--- config.mk ---
export PLATFORM = sky130hd
export DESIGN_NAME = hall_six_step_commutator
export DESIGN_NICKNAME = d
export VERILOG_FILES = /design/src/hssc_pkg.sv /design/src/hall_six_step_commutator.sv
export SDC_FILE = /design/constraint.sdc
export NUM_CORES = 1
export LEC_CHECK = 0
export ABC_AREA = 1
export BUFFER_PORTS_ARGS = -buffer_cell sky130_fd_sc_hd__buf_2
export CAP_MARGIN = 40
export CORE_AREA = 2 2 184 186
export DETAILED_ROUTE_END_ITERATION = 8
export DIE_AREA = 0 0 186 188
export GPL_TIMING_DRIVEN = 0
export PLACE_DENSITY_LB_ADDON = 0.3
export SLEW_MARGIN = 20
export SYNTH_ARGS = -nofsm -noshare
export SYNTH_HDL_FRONTEND = slang
export SYNTH_SLANG_ARGS = --single-unit
--- constraint.sdc ---
create_clock -name clock -period 11.2 [get_ports clock]
set_input_delay 0 -clock clock [delete_from_list [all_inputs] [get_ports clock]]
set_output_delay 0 -clock clock [all_outputs]
set_load 0.02 [all_outputs]
--- src/hssc_pkg.sv ---
package hssc_pkg;

   // Configuration register indexes
   localparam logic REG_DRIVE_ENABLE = 1'b0;
   localparam logic REG_PWM_PERIOD   = 1'b1;

   // Field widths
   localparam int SETPOINT_W = 16;
   localparam int PERIOD_W   = 12;
   localparam int DUTY_W     = 12;
   localparam int POS_W      = 3;
   localparam int DRIVE_W    = 11;
   localparam int SPEED_W    = 24;
   localparam int ACC_W      = 20;

   // Filter corner: accumulator holds about setpoint << LPF_SHIFT
   localparam int LPF_SHIFT = 8;

   // Drive limit and duty floor
   localparam int DRIVE_LIMIT = 1000;
   localparam int DUTY_FLOOR  = 10;

   // Packed stream widths, whole bytes
   localparam int REQ_DATA_W = 24;
   localparam int RSP_DATA_W = 80;

   // Six-step positions
   localparam logic [POS_W-1:0] POS_NONE = 3'd0;
   localparam logic [POS_W-1:0] POS_1    = 3'd1;
   localparam logic [POS_W-1:0] POS_2    = 3'd2;
   localparam logic [POS_W-1:0] POS_3    = 3'd3;
   localparam logic [POS_W-1:0] POS_4    = 3'd4;
   localparam logic [POS_W-1:0] POS_5    = 3'd5;
   localparam logic [POS_W-1:0] POS_6    = 3'd6;

   typedef logic signed [DRIVE_W-1:0] drive_type;

   // Hall code (a + 2b + 4c) to six-step position; codes 0 and 7 are invalid
   function automatic logic [POS_W-1:0] hall_position(input logic [2:0] code);
      logic [POS_W-1:0] pos;
      unique case (code)
         3'd1:    pos = POS_3;
         3'd2:    pos = POS_5;
         3'd3:    pos = POS_4;
         3'd4:    pos = POS_1;
         3'd5:    pos = POS_2;
         3'd6:    pos = POS_6;
         default: pos = POS_NONE;
      endcase
      return pos;
   endfunction

   // Offset by half the period, clamp to floor .. max(period - floor, floor)
   function automatic logic [DUTY_W-1:0] phase_duty(input drive_type drive,
                                                    input logic [PERIOD_W-1:0] period);
      logic signed [PERIOD_W+1:0] hi;
      logic signed [PERIOD_W+1:0] val;
      logic signed [PERIOD_W+1:0] res;
      hi  = $signed({2'b00, period}) - (PERIOD_W+2)'(DUTY_FLOOR);
      val = (PERIOD_W+2)'(drive) + $signed({3'b000, period[PERIOD_W-1:1]});
      if (hi < (PERIOD_W+2)'(DUTY_FLOOR)) begin
         hi = (PERIOD_W+2)'(DUTY_FLOOR);
      end
      res = val;
      if (val < (PERIOD_W+2)'(DUTY_FLOOR)) begin
         res = (PERIOD_W+2)'(DUTY_FLOOR);
      end
      if (res > hi) begin
         res = hi;
      end
      return res[DUTY_W-1:0];
   endfunction

endpackage

--- src/hall_six_step_commutator.sv ---
// Channel  | Direction | Handshake             | Payload
// req      | in        | req_tvalid/req_tready | req_tdata: hall code, drive setpoint
// rsp      | out       | rsp_tvalid/rsp_tready | rsp_tdata: duties, enable, position,
//          |           |                       |            filtered drive, speed period
// csr      | in        | csr_valid/csr_ready   | csr_index, csr_data
//
// One transaction per clock sustained while rsp is not stalled; a transaction taken on req
// passes through the input register, then the result register, where filter and tick state
// update, and is then offered on rsp. The result register loads whenever it is
// free or being taken, so a stall on rsp backs up into req_tready only once both are full.
// Synchronous reset clears stage valids and state; pwm_period resets to 2000.
module hall_six_step_commutator #(
   parameter int SPEED_COUNTER_BITS = 24
) (
   input  logic                                clock,
   input  logic                                reset,
   input  logic                                req_tvalid,
   output logic                                req_tready,
   // [0] hall_a, [1] hall_b, [2] hall_c, [18:3] drive_setpoint, [23:19] zero
   input  logic [hssc_pkg::REQ_DATA_W-1:0]     req_tdata,
   output logic                                rsp_tvalid,
   input  logic                                rsp_tready,
   // [11:0] duty_y, [23:12] duty_b, [35:24] duty_g, [36] outputs_on,
   // [39:37] rotor_position, [50:40] filtered_drive, [74:51] speed_period, [79:75] zero
   output logic [hssc_pkg::RSP_DATA_W-1:0]     rsp_tdata,
   input  logic                                csr_valid,
   output logic                                csr_ready,
   input  logic                                csr_index,
   input  logic [hssc_pkg::PERIOD_W-1:0]       csr_data
);
   import hssc_pkg::*;

   localparam int CNT_W = SPEED_COUNTER_BITS;
   localparam int CAP_W = (CNT_W > SPEED_W) ? CNT_W : SPEED_W;

   // Configuration
   logic                  enable_ff;
   logic [PERIOD_W-1:0]   period_ff;

   // Input stage
   logic                  s1_valid_ff;
   logic [2:0]            s1_hall_ff;
   logic signed [SETPOINT_W-1:0] s1_setpoint_ff;

   // Result stage
   logic                  rsp_valid_ff;
   logic [RSP_DATA_W-1:0] rsp_data_ff;
   logic [RSP_DATA_W-1:0] rsp_data_in;

   // Running state
   logic signed [ACC_W-1:0] acc_ff, acc_in;
   logic [POS_W-1:0]        prev_pos_ff, prev_pos_in;
   logic [CNT_W-1:0]        tick_ff, tick_in;
   logic [CNT_W-1:0]        captured_ff, captured_in;

   logic                    advance;
   logic [POS_W-1:0]        pos;
   drive_type               sp_clamp;
   logic signed [ACC_W+1:0] acc_sum;
   logic signed [ACC_W-1:0] acc_sat;
   logic signed [ACC_W-1:0] acc_shifted;
   drive_type               filt;
   drive_type               neg_filt;
   drive_type               drv_y, drv_b, drv_g;
   logic [DUTY_W-1:0]       duty_y, duty_b, duty_g;
   logic [CAP_W-1:0]        cap_ext;
   logic [SPEED_W-1:0]      speed;
   logic                    entry;

   assign advance    = !rsp_valid_ff || rsp_tready;
   assign req_tready = !s1_valid_ff || advance;
   assign rsp_tvalid = rsp_valid_ff;
   assign rsp_tdata  = rsp_data_ff;
   assign csr_ready  = 1'b1;

   // Configuration writes
   always_ff @(posedge clock) begin
      if (reset) begin
         enable_ff <= 1'b0;
         period_ff <= PERIOD_W'(2000);
      end else if (csr_valid) begin
         unique case (csr_index)
            REG_DRIVE_ENABLE: enable_ff <= csr_data[0];
            REG_PWM_PERIOD:   period_ff <= csr_data;
            default:          ;
         endcase
      end
   end

   // Input register
   always_ff @(posedge clock) begin
      if (reset) begin
         s1_valid_ff <= 1'b0;
      end else if (req_tready) begin
         s1_valid_ff <= req_tvalid;
      end
   end

   always_ff @(posedge clock) begin
      if (req_tready && req_tvalid) begin
         s1_hall_ff     <= req_tdata[2:0];
         s1_setpoint_ff <= $signed(req_tdata[18:3]);
      end
   end

   // Position decode and setpoint clamp
   always_comb begin
      pos = hall_position(s1_hall_ff);
      if (s1_setpoint_ff > SETPOINT_W'(DRIVE_LIMIT)) begin
         sp_clamp = DRIVE_W'(DRIVE_LIMIT);
      end else if (s1_setpoint_ff < -SETPOINT_W'(DRIVE_LIMIT)) begin
         sp_clamp = -DRIVE_W'(DRIVE_LIMIT);
      end else begin
         sp_clamp = s1_setpoint_ff[DRIVE_W-1:0];
      end
   end

   // Shift low-pass filter with saturation
   always_comb begin
      acc_sum = (ACC_W+2)'(acc_ff) - (ACC_W+2)'(acc_ff >>> LPF_SHIFT)
              + (ACC_W+2)'(sp_clamp);
      if (acc_sum > (ACC_W+2)'((1 << (ACC_W-1)) - 1)) begin
         acc_sat = {1'b0, {(ACC_W-1){1'b1}}};
      end else if (acc_sum < -(ACC_W+2)'(1 << (ACC_W-1))) begin
         acc_sat = {1'b1, {(ACC_W-1){1'b0}}};
      end else begin
         acc_sat = acc_sum[ACC_W-1:0];
      end
      acc_in = enable_ff ? acc_sat : acc_ff;
      acc_shifted = acc_in >>> LPF_SHIFT;
      if (acc_shifted > ACC_W'(DRIVE_LIMIT)) begin
         filt = DRIVE_W'(DRIVE_LIMIT);
      end else if (acc_shifted < -ACC_W'(DRIVE_LIMIT)) begin
         filt = -DRIVE_W'(DRIVE_LIMIT);
      end else begin
         filt = acc_shifted[DRIVE_W-1:0];
      end
      neg_filt = -filt;
   end

   // Commutation: one phase high, one low, one floating at midpoint
   always_comb begin
      drv_y = '0;
      drv_b = '0;
      drv_g = '0;
      unique case (pos)
         POS_1: begin drv_b = filt;     drv_g = neg_filt; end
         POS_2: begin drv_y = neg_filt; drv_b = filt;     end
         POS_3: begin drv_y = neg_filt; drv_g = filt;     end
         POS_4: begin drv_b = neg_filt; drv_g = filt;     end
         POS_5: begin drv_y = filt;     drv_b = neg_filt; end
         POS_6: begin drv_y = filt;     drv_g = neg_filt; end
         default: ;
      endcase
      if (enable_ff) begin
         duty_y = phase_duty(drv_y, period_ff);
         duty_b = phase_duty(drv_b, period_ff);
         duty_g = phase_duty(drv_g, period_ff);
      end else begin
         duty_y = '0;
         duty_b = '0;
         duty_g = '0;
      end
   end

   // Speed measurement between entries into position 1
   always_comb begin
      entry       = (prev_pos_ff != POS_1) && (pos == POS_1);
      prev_pos_in = prev_pos_ff;
      tick_in     = tick_ff;
      captured_in = captured_ff;
      if (enable_ff) begin
         prev_pos_in = pos;
         if (entry) begin
            captured_in = tick_ff;
            tick_in     = CNT_W'(1);
         end else if (tick_ff != {CNT_W{1'b1}}) begin
            tick_in = tick_ff + CNT_W'(1);
         end
      end
      cap_ext = CAP_W'(captured_in);
      if (cap_ext > CAP_W'({SPEED_W{1'b1}})) begin
         speed = {SPEED_W{1'b1}};
      end else begin
         speed = cap_ext[SPEED_W-1:0];
      end
      rsp_data_in = {5'b0, speed, filt, pos, enable_ff, duty_g, duty_b, duty_y};
   end

   // Result register and state update
   always_ff @(posedge clock) begin
      if (reset) begin
         rsp_valid_ff <= 1'b0;
         acc_ff       <= '0;
         prev_pos_ff  <= POS_NONE;
         tick_ff      <= '0;
         captured_ff  <= '0;
      end else if (advance) begin
         rsp_valid_ff <= s1_valid_ff;
         if (s1_valid_ff) begin
            acc_ff      <= acc_in;
            prev_pos_ff <= prev_pos_in;
            tick_ff     <= tick_in;
            captured_ff <= captured_in;
         end
      end
   end

   always_ff @(posedge clock) begin
      if (advance && s1_valid_ff) begin
         rsp_data_ff <= rsp_data_in;
      end
   end

endmodule

==> impl_metrics.yaml <==
status:
  outcome: "completed"
flow_run:
  drv_cap: 0
setup_path:
  required_ns: 11.47
  rr_startpoint: "s1_setpoint_ff[9]$_DFFE_PP_"
  crit_path_frequent_cell: "nand2_1"
  critPathMaxFanout: 10
  critPathLaunch: "s1_setpoint_ff[9]$_DFFE_PP_"
  cpPeakStageDelay_ns: 0.48
  cp-start-kind: "flop"
  worstSetupEndpointType: "flop"
  critical_path_arrival_ns: 10.47
  cp_slowest_cell: "fa_1"
  path_class: "flop to flop"
logic_synthesis:
  synth_simple_gate_area_share_pct: 21.5
  ys.flop_type: "edfxtp_1"
  ys_seq_elements: 180
  postSynthCellCount: 1717
  synth_top_area_cell: "edfxtp_1"
  yosysMostFrequentCell: "nand2_1"
  synth_xor_area_share_pct: 3.96
  synth.distinct_cells: 53
  synth_compound_area_share_pct: 15.2
  ys_seq_area_share_pct: 34.9
  synth_edf_count: 94
  yosys_warnings: 0
  netlist_area_sq_um: 13000
  synth_top_area_share_pct: 21.7
  synth_fa_ha_area_share_pct: 13.5
  synthArstFlopShare_pct: 0
  synthTopCellsByCount: "315 x nand2_1, 301 x inv_1, 134 x a21oi_1, 131 x nor2_1, 117 x o21ai_0"
  synthTopCellsByArea: "edfxtp_1 22%, dfxtp_1 13%, ha_1 10%"
  synth.area.mux_share_pct: 0
  synth_top_family_by_area: "simple AND/OR/NAND/NOR gates"
  syn_area_per_cell_sq_um: 7.59
die:
  die_h_um: 188
  floorplan.initialDensity_pct: 39.3
  row_count: 67
  dieArea_sq_um: 35000
  fp.coreArea_sq_um: 33100
  die_x_um: 186
  io-pin-count: 125
clock_network:
  clock_latency_ns: 0.45
  cts-root-buf: "clkbuf_16"
  clk_pin_slew_ns: 0.08
  clock_path_buffers: 2
  cts.sink_count: 180
  cts_buffers: 17
  cts_max_level: 4
  cts_tree: "built"
global_route:
  grt_usage_pct: 20.8
  grt_antenna_before_repair: 0
  grt_pass1_vias: 11500
  grt_max_degree: 33
  grt_overflow_total: 0
  grt_pass1_wl_mm: 57.6
place:
  dpl.hpwl_mm: 28.1
  dp.cells: 2284
  globalplace.congestion: 0.922
  portBuffers: 112
  post_dp_cell_area_sq_um: 14200
timing:
  tightest_slew_ns: 0.755
  grt_setup_unrepaired: "no"
  maxSlewHeadroom_pct: 49.0
  max_freq_ghz: 0.0980
  slew_violations: 0
  tns_ns: 0
  finalClockSkew_ns: 0.0163
  period_share_pct: 91.1
  finalHoldViolCount: 0
  setup_viol: 0
  fin_hold_ws_ns: 0.0296
  period_minus_slack_ns: 10.21
power_and_ir_drop:
  vdd_drop_max_uv: 120
  p_leak_nw: 7.09
  fin_total_pwr_w: 0.00221
  power_density_nw_per_um2: 145
drt:
  wire_per_inst_um: 15.3
  vias: 11900
  avgViaCountPerCell: 5.06
  drc: 0
  firstDrtPassIters: 5
  wl_mm: 36.0
  drt-initial-drc-count: 836
  final_antenna_net_count: 0
cells_and_area:
  nets: 2061
  final_cells: 2353
  drive_gt1_share_pct: 12.0
  area_delta_synth_final_pct: 17.0
  fin_area_sq_um: 15200
  antenna_cells: 0
worst_hold_path:
  hold_start: "csr_valid"
  min_path_type: "input pin to flop"
power breakdown:
part           switching (W)  total (W)  internal (W)
clock network       0.000313   0.000640      0.000327
logic               0.000547   0.000826      0.000279
registers          0.0000175   0.000744      0.000726
total               0.000878    0.00221       0.00133
registers in the layout (all words and copies together) (netlist names):
name,flops
enable_ff,1
acc_ff,20
rsp_tdata,75
prev_pos_ff,3
s1_setpoint_ff,16
s1_hall_ff,3
tick_ff,24
s1_valid_ff,1
rsp_tvalid,1
captured_ff,24
period_ff,12
through the flow:
step	utilization, %	worst slack [ns]
global placement	42.8	0.830
global route	46.0	0.0131
detailed placement	42.9	0.663
floorplan	-	2.41
finish	46.0	0.994
CTS	46.0	0.593
layout make-up:
type / count / area, sq um
Fill cell: 3259 / 17900
Multi-Input combinational cell: 1177 / 7090
Sequential cell: 180 / 4540
Inverter: 312 / 1170
Timing Repair Buffer: 154 / 996
Tap cell: 448 / 561
Clock buffer: 17 / 425
Buffer: 50 / 249
Clock inverter: 15 / 203
cell usage in the layout (no fill, tap or decap), types with 24 or more instances in the layout:
cell           instances
nand2_1              315
inv_1                300
a21oi_1              134
nor2_1               130
buf_2                115
o21ai_0              114
ha_1                 105
nand3_1              100
edfxtp_1              94
dfxtp_1               86
xor2_1                43
dlygate4sd3_1         39
clkbuf_1              31
nor3_1                24
worst max-delay path, delay by kind of cell (launching register included):
family	cells	cell delay, ns
AND/OR/NAND/NOR	32	3.63
flip-flops	1	0.33
AO/OA/AOI/OAI	13	2.07
adder cells (fa/ha/maj)	6	2.33
buffers and inverters	11	1.25
XOR/XNOR	2	0.37
timing repair:
action	4_1_cts	5_1_grt
endpoints found under the hold margin	36	0
setup endpoints to repair	0	35
hold buffers	39	0
setup buffers	0	0
resized for setup	0	14
routing by layer:
layer,up-vias,GRT usage (%),share of wire [%],wire length [um]
li1,6004,-,-,-
met4,0,8.66,3.7,1320
met3,82,3.28,4.9,1780
met2,367,35.2,48,17200
met5,-,0,0,0
met1,5462,26.1,44,15700
cell families (layout without fill, tap and decap cells):
group | after synthesis | after routing
compound gates | 346 | 346
xor+xnor | 58 | 58
fa+ha+maj | 127 | 127
buf+inv | 364 | 548
flops | 180 | 180
other cells | 2 | 6
simple gates | 640 | 640
final timing paths:
check / end / slack, ns / cells past startpoint
max: rsp_tdata[34]$_SDFFCE_PN0P_ / 0.99 / 64
min: period_ff[0]$_SDFFE_PP0P_ / 0.03 / 4
max reg2reg: rsp_tdata[34]$_SDFFCE_PN0P_ / 0.99 / 64
min reg2reg: captured_ff[22]$_SDFFE_PP0P_ / 0.45 / 2
Power figures use the tool's default switching activity.
